--- src/filtered_limit_positioner_unit_defines.svh ---
// ----------------------------------------------------------------------------
// Filtered limit positioner assertion macros
// Shared concurrent assertion forms for the positioner RTL.
// ----------------------------------------------------------------------------
`ifndef FILTERED_LIMIT_POSITIONER_UNIT_DEFINES_SVH
`define FILTERED_LIMIT_POSITIONER_UNIT_DEFINES_SVH

// same-cycle implication, disabled in reset
`define FLP_ASSERT_SAME(label, clk, rst, ante, cons, msg) \
   label: assert property (@(posedge clk) disable iff (rst) (ante) |-> (cons)) \
      else $error(msg);

// next-cycle implication, disabled in reset
`define FLP_ASSERT_NEXT(label, clk, rst, ante, cons, msg) \
   label: assert property (@(posedge clk) disable iff (rst) (ante) |=> (cons)) \
      else $error(msg);

`endif

--- src/flp_pkg.sv ---
// ----------------------------------------------------------------------------
// Filtered limit positioner package
// Widths, register codes, reset values and word types of the positioner.
// ----------------------------------------------------------------------------
package flp_pkg;

   localparam int SAMPLE_BITS = 12;
   localparam int CMD_W       = 2;
   localparam int ADDR_W      = 3;
   localparam int DATA_W      = 32;

   // 19*level + sample < 20 * 2**SAMPLE_BITS < 2**(SAMPLE_BITS+5)
   localparam int SUM_W       = SAMPLE_BITS + 5;
   localparam int QUOT_W      = SUM_W - 2;
   localparam int RECIP_W     = SAMPLE_BITS + 1;
   localparam int PROD_W      = QUOT_W + RECIP_W;
   localparam logic [RECIP_W-1:0] RECIP_FIVE = RECIP_W'((1 << QUOT_W) / 5);

   localparam logic [CMD_W-1:0] CMD_SAMPLE = 2'd0;
   localparam logic [CMD_W-1:0] CMD_RAISE  = 2'd1;
   localparam logic [CMD_W-1:0] CMD_LOWER  = 2'd2;

   localparam logic REG_LOWER_LIMIT = 1'b0;
   localparam logic REG_UPPER_LIMIT = 1'b1;

   localparam logic [SAMPLE_BITS-1:0] LOWER_LIMIT_RESET = SAMPLE_BITS'(2960);
   localparam logic [SAMPLE_BITS-1:0] UPPER_LIMIT_RESET = SAMPLE_BITS'(3500);

   typedef enum logic [1:0] {
      MODE_IDLE = 2'd0,
      MODE_DOWN = 2'd1,
      MODE_UP   = 2'd2
   } flp_mode_type;

   typedef struct packed {
      logic [CMD_W-1:0]       command;
      logic [SAMPLE_BITS-1:0] sample;
   } flp_req_type;

   typedef struct packed {
      logic                   motor_enable;
      logic                   motor_direction;
      logic                   done_res;
      logic [SAMPLE_BITS-1:0] filtered_level;
      logic [1:0]             move_mode;
   } flp_rsp_type;

   typedef struct packed {
      logic [SAMPLE_BITS-1:0] lower_limit;
      logic [SAMPLE_BITS-1:0] upper_limit;
   } flp_limits_type;

endpackage

--- src/flp_csr.sv ---
// ----------------------------------------------------------------------------
// Filtered limit positioner register file
// APB-style access to the lower and upper position limits.
// ----------------------------------------------------------------------------
module flp_csr
   import flp_pkg::*;
(
   input  logic                clock,
   input  logic                reset,
   input  logic                psel,
   input  logic                penable,
   input  logic                pwrite,
   input  logic [ADDR_W-1:0]   paddr,
   input  logic [DATA_W-1:0]   pwdata,
   output logic                pready,
   output logic [DATA_W-1:0]   prdata,
   output flp_limits_type      limits
);

   flp_limits_type limits_ff;
   flp_limits_type limits_in;
   logic           reg_sel;
   logic           write_en;

   assign reg_sel  = paddr[ADDR_W-1];
   assign write_en = psel && penable && pwrite;
   assign pready   = 1'b1;
   assign limits   = limits_ff;

   always_comb begin
      limits_in = limits_ff;
      if (write_en) begin
         unique case (reg_sel)
            REG_LOWER_LIMIT: limits_in.lower_limit = pwdata[SAMPLE_BITS-1:0];
            REG_UPPER_LIMIT: limits_in.upper_limit = pwdata[SAMPLE_BITS-1:0];
            default:         limits_in = limits_ff;
         endcase
      end
   end

   always_comb begin
      unique case (reg_sel)
         REG_LOWER_LIMIT: prdata = DATA_W'(limits_ff.lower_limit);
         REG_UPPER_LIMIT: prdata = DATA_W'(limits_ff.upper_limit);
         default:         prdata = '0;
      endcase
   end

   always_ff @(posedge clock) begin
      if (reset) begin
         limits_ff.lower_limit <= LOWER_LIMIT_RESET;
         limits_ff.upper_limit <= UPPER_LIMIT_RESET;
      end else begin
         limits_ff <= limits_in;
      end
   end

endmodule

--- src/flp_filter.sv ---
// ----------------------------------------------------------------------------
// Filtered limit positioner average filter
// Next level = floor((19 * level + sample) / 20), by reciprocal and one fix-up.
// ----------------------------------------------------------------------------
module flp_filter
   import flp_pkg::*;
(
   input  logic [SAMPLE_BITS-1:0] level,
   input  logic [SAMPLE_BITS-1:0] sample,
   output logic [SAMPLE_BITS-1:0] next_level
);

   logic [SUM_W-1:0]   sum;
   logic [QUOT_W-1:0]  quarter;
   logic [PROD_W-1:0]  prod;
   logic [RECIP_W-1:0] quot_est;
   logic [QUOT_W-1:0]  rem;
   logic               fix_up;

   assign sum      = (SUM_W'(level) << 4) + (SUM_W'(level) << 1) + SUM_W'(level)
                   + SUM_W'(sample);
   // divide by 4, then by 5
   assign quarter  = sum[SUM_W-1:2];
   assign prod     = PROD_W'(quarter) * PROD_W'(RECIP_FIVE);
   assign quot_est = prod[PROD_W-1:QUOT_W];
   assign rem      = quarter - ((QUOT_W'(quot_est) << 2) + QUOT_W'(quot_est));
   assign fix_up   = (rem >= QUOT_W'(5));

   assign next_level = SAMPLE_BITS'(quot_est + RECIP_W'(fix_up));

endmodule

--- src/flp_pipe.sv ---
// ----------------------------------------------------------------------------
// Filtered limit positioner pipeline
// Input register, filter and move control, result register with held state.
// ----------------------------------------------------------------------------
`include "filtered_limit_positioner_unit_defines.svh"

module flp_pipe
   import flp_pkg::*;
(
   input  logic           clock,
   input  logic           reset,
   input  flp_limits_type limits,
   input  logic           req_valid,
   output logic           req_stall,
   input  flp_req_type    req_data,
   output logic           rsp_valid,
   input  logic           rsp_stall,
   output flp_rsp_type    rsp_data
);

   logic                   in_valid_ff;
   logic                   in_valid_in;
   flp_req_type            in_ff;
   flp_req_type            in_in;
   logic                   rsp_valid_ff;
   logic                   rsp_valid_in;
   flp_rsp_type            rsp_ff;
   flp_rsp_type            rsp_in;
   logic [SAMPLE_BITS-1:0] level_ff;
   logic [SAMPLE_BITS-1:0] level_in;
   flp_mode_type           mode_ff;
   flp_mode_type           mode_in;
   logic                   enable_ff;
   logic                   enable_in;
   logic                   direction_ff;
   logic                   direction_in;
   logic                   done;
   logic                   advance;
   logic [SAMPLE_BITS-1:0] filtered;

   flp_filter u_filter (
      .level      (level_ff),
      .sample     (in_ff.sample),
      .next_level (filtered)
   );

   assign advance   = in_valid_ff && (!rsp_valid_ff || !rsp_stall);
   assign req_stall = in_valid_ff && !advance;
   assign rsp_valid = rsp_valid_ff;
   assign rsp_data  = rsp_ff;

   always_comb begin
      in_valid_in = in_valid_ff;
      in_in       = in_ff;
      if (!req_stall) begin
         in_valid_in = req_valid;
         in_in       = req_data;
      end
   end

   always_comb begin
      level_in     = level_ff;
      mode_in      = mode_ff;
      enable_in    = enable_ff;
      direction_in = direction_ff;
      done         = 1'b0;
      unique case (in_ff.command)
         CMD_SAMPLE: begin
            level_in = filtered;
            unique case (mode_ff)
               MODE_DOWN: begin
                  if (filtered > limits.lower_limit) begin
                     direction_in = 1'b0;
                     enable_in    = 1'b1;
                  end else begin
                     enable_in = 1'b0;
                     mode_in   = MODE_IDLE;
                     done      = 1'b1;
                  end
               end
               MODE_UP: begin
                  if (filtered < limits.upper_limit) begin
                     direction_in = 1'b1;
                     enable_in    = 1'b1;
                  end else begin
                     enable_in = 1'b0;
                     mode_in   = MODE_IDLE;
                     done      = 1'b1;
                  end
               end
               default: begin
                  mode_in = mode_ff;
               end
            endcase
         end
         CMD_RAISE: begin
            if (mode_ff == MODE_IDLE) begin
               mode_in = MODE_DOWN;
            end
         end
         CMD_LOWER: begin
            if (mode_ff == MODE_IDLE) begin
               mode_in = MODE_UP;
            end
         end
         default: begin
            mode_in = mode_ff;
         end
      endcase
   end

   always_comb begin
      rsp_valid_in = rsp_valid_ff;
      rsp_in       = rsp_ff;
      if (advance) begin
         rsp_valid_in           = 1'b1;
         rsp_in.motor_enable    = enable_in;
         rsp_in.motor_direction = direction_in;
         rsp_in.done_res        = done;
         rsp_in.filtered_level  = level_in;
         rsp_in.move_mode       = mode_in;
      end else if (!rsp_stall) begin
         rsp_valid_in = 1'b0;
      end
   end

   always_ff @(posedge clock) begin
      if (reset) begin
         in_valid_ff  <= 1'b0;
         rsp_valid_ff <= 1'b0;
         level_ff     <= '0;
         mode_ff      <= MODE_IDLE;
         enable_ff    <= 1'b0;
         direction_ff <= 1'b0;
      end else begin
         in_valid_ff  <= in_valid_in;
         rsp_valid_ff <= rsp_valid_in;
         if (advance) begin
            level_ff     <= level_in;
            mode_ff      <= mode_in;
            enable_ff    <= enable_in;
            direction_ff <= direction_in;
         end
      end
   end

   always_ff @(posedge clock) begin
      in_ff  <= in_in;
      rsp_ff <= rsp_in;
   end

   `FLP_ASSERT_SAME(a_done_stops, clock, reset,
      rsp_valid_ff && rsp_ff.done_res,
      !rsp_ff.motor_enable && (rsp_ff.move_mode == MODE_IDLE),
      "done word with motor still driven or mode not idle")
   `FLP_ASSERT_SAME(a_enable_moving, clock, reset,
      rsp_valid_ff && rsp_ff.motor_enable,
      (rsp_ff.move_mode == MODE_DOWN) || (rsp_ff.move_mode == MODE_UP),
      "motor driven while idle")
   `FLP_ASSERT_NEXT(a_raise_starts, clock, reset,
      advance && (in_ff.command == CMD_RAISE) && (mode_ff == MODE_IDLE),
      mode_ff == MODE_DOWN,
      "raise request from idle did not start a downward move")
   `FLP_ASSERT_NEXT(a_level_hold, clock, reset,
      advance && (in_ff.command != CMD_SAMPLE),
      $stable(level_ff),
      "filtered level changed on a request word")

endmodule

--- src/filtered_limit_positioner_unit.sv ---
// ----------------------------------------------------------------------------
// Filtered limit positioner unit
// Averaged potentiometer feedback drives a DC motor to a configured limit.
// ----------------------------------------------------------------------------
// Input words (req_) carry a command and a converter sample: a sample tick
// updates the average level and advances an active move, a raise request
// starts a move down to lower_limit, a lower request a move up to
// upper_limit. Requests are taken only when idle. Every input word gives one
// result word (rsp_) with the held motor outputs, a done pulse, the average
// level and the move mode.
// A word accepted into the input register is registered again in the result
// register, from which the receiver takes it. Throughput is one word per
// cycle while rsp_stall is low; the average update and limit compare are
// combinational against the state registers.
// Reset clears the average to zero, the mode to idle, the motor outputs to
// off and down, and loads the limits with 2960 and 3500. When the receiver
// stalls, the result register holds, and req_stall rises as soon as the
// input register also holds a word.
// Limits sit at byte addresses 0 and 4 of the APB-style port; write them only
// while no word is in flight.
// ----------------------------------------------------------------------------
module filtered_limit_positioner_unit
   import flp_pkg::*;
(
   input  logic              clock,
   input  logic              reset,
   input  logic              req_valid,
   output logic              req_stall,
   input  flp_req_type       req_data,
   output logic              rsp_valid,
   input  logic              rsp_stall,
   output flp_rsp_type       rsp_data,
   input  logic              psel,
   input  logic              penable,
   input  logic              pwrite,
   input  logic [ADDR_W-1:0] paddr,
   input  logic [DATA_W-1:0] pwdata,
   output logic              pready,
   output logic [DATA_W-1:0] prdata
);

   flp_limits_type limits;

   flp_csr u_csr (
      .clock   (clock),
      .reset   (reset),
      .psel    (psel),
      .penable (penable),
      .pwrite  (pwrite),
      .paddr   (paddr),
      .pwdata  (pwdata),
      .pready  (pready),
      .prdata  (prdata),
      .limits  (limits)
   );

   flp_pipe u_pipe (
      .clock     (clock),
      .reset     (reset),
      .limits    (limits),
      .req_valid (req_valid),
      .req_stall (req_stall),
      .req_data  (req_data),
      .rsp_valid (rsp_valid),
      .rsp_stall (rsp_stall),
      .rsp_data  (rsp_data)
   );

endmodule
--- config.mk ---
export PLATFORM = sky130hd
export DESIGN_NAME = filtered_limit_positioner_unit
export DESIGN_NICKNAME = d
export VERILOG_FILES = /design/src/flp_pkg.sv /design/src/flp_csr.sv /design/src/flp_filter.sv /design/src/flp_pipe.sv /design/src/filtered_limit_positioner_unit.sv
export VERILOG_INCLUDE_DIRS = /design/src /design/src/src
export SDC_FILE = /design/constraint.sdc
export NUM_CORES = 1
export LEC_CHECK = 0
export BUFFER_PORTS_ARGS = -buffer_cell sky130_fd_sc_hd__buf_2
export CAP_MARGIN = 20
export CORE_ASPECT_RATIO = 2
export CORE_UTILIZATION = 45
export DETAILED_ROUTE_END_ITERATION = 7
export PLACE_DENSITY = 0.67
export SLEW_MARGIN = 20
export SYNTH_ARGS = -nofsm -noshare
export SYNTH_HDL_FRONTEND = slang
export SYNTH_SLANG_ARGS = --single-unit
--- constraint.sdc ---
create_clock -name clock -period 36.5 [get_ports clock]
set_input_delay 7.3 -clock clock [delete_from_list [all_inputs] [get_ports clock]]
set_output_delay 7.3 -clock clock [all_outputs]
set_load 0.005 [all_outputs]
Word level (Yosys, flattened, before mapping) --
Cells that the tools add are included.
Storage, ports and cells: register bits 73, latch bits 0, RAM bits 0, bits in read-only memories 0, input port bits 56, output and inout port bits 52, word-level logic and storage cells 64, memories 0
Operators by class: $add $sub $neg 6, multipliers 1, divide/modulo/power cells 0, $lt $le $gt $ge 3, equality and inequality tests 5, shift operators 0, mux-type cells 21, bitwise gates (word level) 1, reduce and logical (&&, ||, !) cells 12
Operators by type and width (count):
- case mux 32 bit (2 select lines) | 1
- adder 17 x 12 -> 17 bit | 2
- multiplier 15 x 13 -> 28 bit, second input constant | 1
- adder 16 x 13 -> 17 bit | 1
- adder 15 x 13 -> 15 bit | 1
- greater-or-equal comparator 15 x 3 -> 1 bit, second input constant | 1
- subtractor 15 bit | 1
- adder 12 x 1 -> 12 bit | 1
- > comparator 12 bit | 1
- < comparator 12 bit | 1
- two-way mux 12 bit | 1
- two-way mux 1 bit | 10
- two-way mux 2 bit | 4
- case mux 1 bit (2 select lines) | 3
- case mux 2 bit (3 select lines) | 1
- == test 2 x 1 -> 1 bit, second input constant | 2
- == test 2 bit, second input constant | 2
- logical AND 1 bit | 4
- zero test 2 bit | 2
- case mux 2 bit (2 select lines) | 1
- AND reduction 2 bit | 2
- zero test 1 bit | 3
- != test 2 x 1 -> 1 bit, second input constant | 1
- logical OR 1 bit | 1
- NOT 1 bit | 1

Depth between registers and ports, before layout --
word-level depth 12, gate-level depth with buffers 59, depth with buffers taken out 57

By module --
A second synthesis with hierarchy kept.
Second synthesis, totals: cell total of the unflattened synthesis 1034, area, all modules 9766.9 µm²
By module, submodules not included:
- flp_filter | times used 1, cells an instance 669, area each 5858.1 µm², sequential area each 0.0 µm²
- flp_pipe | times used 1, cells an instance 229, area each 2611.3 µm², sequential area each 1291.2 µm²
- flp_csr | times used 1, cells an instance 136, area each 1297.5 µm², sequential area each 480.5 µm²

Least setup slack after synthesis --
No wires, ideal clock.
path type input-to-output, start point input port paddr[2], end point output port prdata[10], data arrival time 7.955 ns, data required time 29.200 ns, path slack 21.245 ns, cell stages on the path 4, buffers on the path 2, cell sequence clkbuf_1 clkbuf_1 nand2_1 o21ai_0
On the way: longest elaborated chain between the ends 2
Ends and longest elaborated chain:
- start: declaration | RTL line filtered_limit_positioner_unit.sv:36 | input logic [ADDR_W-1:0] paddr,
- NOT 1 bit | RTL line flp_csr.sv:42 | unique case (reg_sel)
- case mux 32 bit (2 select lines) * | RTL line flp_csr.sv:42
- end: declaration | RTL line filtered_limit_positioner_unit.sv:39 | output logic [DATA_W-1:0] prdata
Mark *: on every way between the ends. The rest lies on a longest branch, timed or not. The select of a mux whose other input is x is not followed.

Worst setup path in the final report --
start point input port rsp_stall, end point output port req_stall
On the way: longest elaborated chain between the ends 5
Ends and longest elaborated chain:
- start: declaration | RTL line filtered_limit_positioner_unit.sv:31 | input logic rsp_stall,
- zero test 1 bit | RTL line flp_pipe.sv:47 | assign advance = in_valid_ff && (!rsp_valid_ff || !rsp_stall);
- logical OR 1 bit | RTL line flp_pipe.sv:47
- logical AND 1 bit | RTL line flp_pipe.sv:47
- zero test 1 bit | RTL line flp_pipe.sv:48 | assign req_stall = in_valid_ff && !advance;
- logical AND 1 bit | RTL line flp_pipe.sv:48
- end: declaration | RTL line filtered_limit_positioner_unit.sv:28 | output logic req_stall,
Every way passes these cells.

==> impl_metrics.csv <==
group,metric,value,unit
floorplan,die_height,208.6,µm
place,hpwlAfterDp,20660,µm
detailed_routing,drc,0,
synth,synthFlopType,"dfxtp_1",
critical_path,r2r-end,"u_pipe.rsp_data[0]",
cells_and_area,fin_nets,1420,
clocking,cts-buffers-inserted,9,
cells_and_area,n_fill_cell,1974,
detailed_routing,drtIter0Drc,202,
critical_path,critical_path.cell_chain,"buf_2, nand3_1, inv_1, buf_2",
synth,yosysTopAreaCellShare,21.25,%
synth,ys_warn_count,0,
sta,tns,0,ns
detailed_routing,dr.pass1.iters,5,
clocking,h-tree-depth,3,
synth,synth_common_cells,"inv_1, ha_1, fa_1, nor2_1, nand2_1",
sta,finalHoldViolCount,0,
critical_path,cp_max_fo,16,
sta,tightest_slew,0.9828,ns
cells_and_area,syn2layout_area_growth,8.837,%
detailed_routing,wl_per_cell,17.13,µm
detailed_routing,vias,7525,
synth,syn-instance-count,1065,
critical_path,r2r_cells,53,
critical_path,cp-start-kind,"input port",
critical_path,crit_type,"in -> out",
cells_and_area,multiInputGateArea,6918,µm²
synth,synth_edf_count,31,
clocking,clk_latency,0.35,ns
clocking,hold_buffers,0,
job,maxCapViolations,0,
sta,setup_violations,0,
cells_and_area,drive_above_1_share,11.75,%
worst_hold_path,hold_start,"u_csr.limits[13]",
sta,rsz0062_at_grt,"no",
grt,grt_pass1_vias,7959,
sta,min_period,15.58,ns
clocking,clk_root_buffer_cell,"clkbuf_16",
worst_hold_path,min_path_cells,2,
sta,drv_slew,0,
detailed_routing,ant_nets,0,
worst_hold_path,hold_class,"reg -> reg",
place,place_congestion,0.9156,
clocking,cts.clk_slew.worst_paths,0.05,ns
floorplan,ios,108,
critical_path,rr_startpoint,"u_pipe.level_ff[0]",
synth,syn_area_per_cell,9.013,µm²
floorplan,core-area,20930,µm²
critical_path,r2r_slack,21.68,ns
sta,fin_crit_sh,42.69,%
grt,grt_max_degree,43,
floorplan,die_w,105.3,µm
sta,max_freq,64.18,MHz
critical_path,cp_common_cell,"buf_2",
critical_path,worst_path_largest_cell_delay,0.58,ns
critical_path,worst-path-buf-inv,3,
clocking,clkSinkCount,73,
synth,netlist_area,9599,µm²
clocking,cts_tree,"yes",
sta,maxSlewHeadroom,34.26,%
worst_hold_path,min_to,"u_csr.limits[13]",
clocking,cts_setup_buffers,0,
grt,grt_pass1_wl,38570,µm
floorplan,fp-row-count,75,
detailed_routing,finalWirelength,24000,µm
grt,overflow,0,
grt,antenna_found_initial,0,
detailed_routing,viasPerCell,5.371,
critical_path,crit_required,29.20,ns
grt,track_usage,22.98,%
cells_and_area,register_area,1772,µm²
floorplan,die_area,21960,µm²
critical_path,slowest_stage,"nand3_1",
synth,yosys.area.top_type,"ha_1",
clocking,cts_resized,0,
floorplan,start_util,45.87,%
critical_path,worst-endpoint-arrival,8.28,ns
synth,synth_cell_type_count,76,
synth,ys_seq_area_share,18.46,%
sta,skew,0.008342,ns
place,io_buffer_count,64,
critical_path,cp_top_family,"simple AND/OR/NAND/NOR gates",
synth,synth_area_leaders,"ha_1, fa_1, edfxtp_1",
synth,synth.most_common_cell,"inv_1",
synth,ys_ff_latch,73,
cells_and_area,antenna_cells,0,
clocking,clock_path_buffers,2,
status,status,"complete, no violations",
critical_path,end_kind,"output port",
synth,async_flop_share,0,%
==> layout make-up <==
type | count | area share [%]
well taps | 269 | 3.222
clock inverters | 7 | 0.6587
flip-flops and latches | 73 | 16.96
clock buffers | 9 | 2.156
inverters | 201 | 7.222
repair buffers | 71 | 3.569
multi-input cells | 771 | 66.22
==> worst reg2reg max path, delay by kind of cell (launching register included) <==
kind	cells	cell delay (ns)
and+or+nand+nor	8	1.72
xor gates and xnor gates	4	1.56
buffers and inverters	9	0.77
adders and majority gates	13	5.57
DFF	1	0.38
AOI/OAI and AO/OA	19	4.57
==> cells by family after synthesis <==
group                    Yosys count  synth area share [%]
AND/OR/NAND/NOR                  224                 11.22
buffers and inverters            240                 10.25
flip-flops                        73                 18.46
adder cells (fa/ha/maj)          237                 36.68
multiplexers                       3                0.3910
other                              2               0.07824
XOR/XNOR                          63                 6.478
AO/OA/AOI/OAI                    223                 16.45
==> worst max path at each step <==
stage	from	end	slack (ns)	depth (start not counted)
after floorplan	paddr[2]	prdata[10]	21.24	4
after global placement	rsp_stall	req_stall	20.92	4
after detailed placement	rsp_stall	req_stall	20.89	4
after CTS	rsp_stall	req_stall	20.88	4
after global routing	rsp_stall	req_stall	20.81	4
final	rsp_stall	req_stall	20.92	4
==> cells in the final DEF, fill, tap and decap left out, types with 6 or more instances in the layout <==
cell	synthesis	layout
inv_1	200	200
ha_1	163	163
fa_1	74	74
nor2_1	72	71
nand2_1	71	71
buf_2	0	64
a21oi_1	62	62
dfxtp_1	42	42
o21ai_0	38	38
edfxtp_1	31	31
xor2_1	30	30
xnor2_1	26	26
a21o_1	26	26
conb_1	2	21
nand3_1	13	13
a211o_1	12	12
nand2b_1	10	10
o21a_1	10	10
a211oi_1	9	9
nor3_1	9	9
clkbuf_16	0	9
nand4_1	8	8
o211ai_1	7	7
buf_4	22	7
nor2b_1	6	6
==> registers in the layout, indices dropped and copies added, names as in the netlist, 2 cells and up <==
name / cells
u_pipe.level_ff: 12
u_pipe.in_ff: 14
u_pipe.mode_ff: 2
u_csr.limits: 24
u_pipe.rsp_data: 17
==> through the flow <==
stage	instance area, µm²	cells	hold slack [ns]	utilization (%)	setup WS [ns]
after global placement	10150	1385	0.4426	48.51	20.92
after floorplan	9671	1084	0.4363	-	21.24
final	10450	1401	0.4509	49.93	20.92
after global routing	10450	1401	0.4745	49.93	20.81
after CTS	10450	1401	0.4543	49.91	20.88
after detailed placement	10150	1385	0.4465	48.51	20.89
==> metal layers <==
layer / routed length [µm] / GRT usage (%) / vias up
met5: 0 / 0 / -
met4: 1599 / 14.91 / 0
met3: 701 / 2.224 / 82
li1: - / - / 3666
met1: 7352 / 18.96 / 3588
met2: 14350 / 48.62 / 189
Power is not shown: default switching activity piles up to over one toggle a cycle in this logic, so the estimate is an artifact.
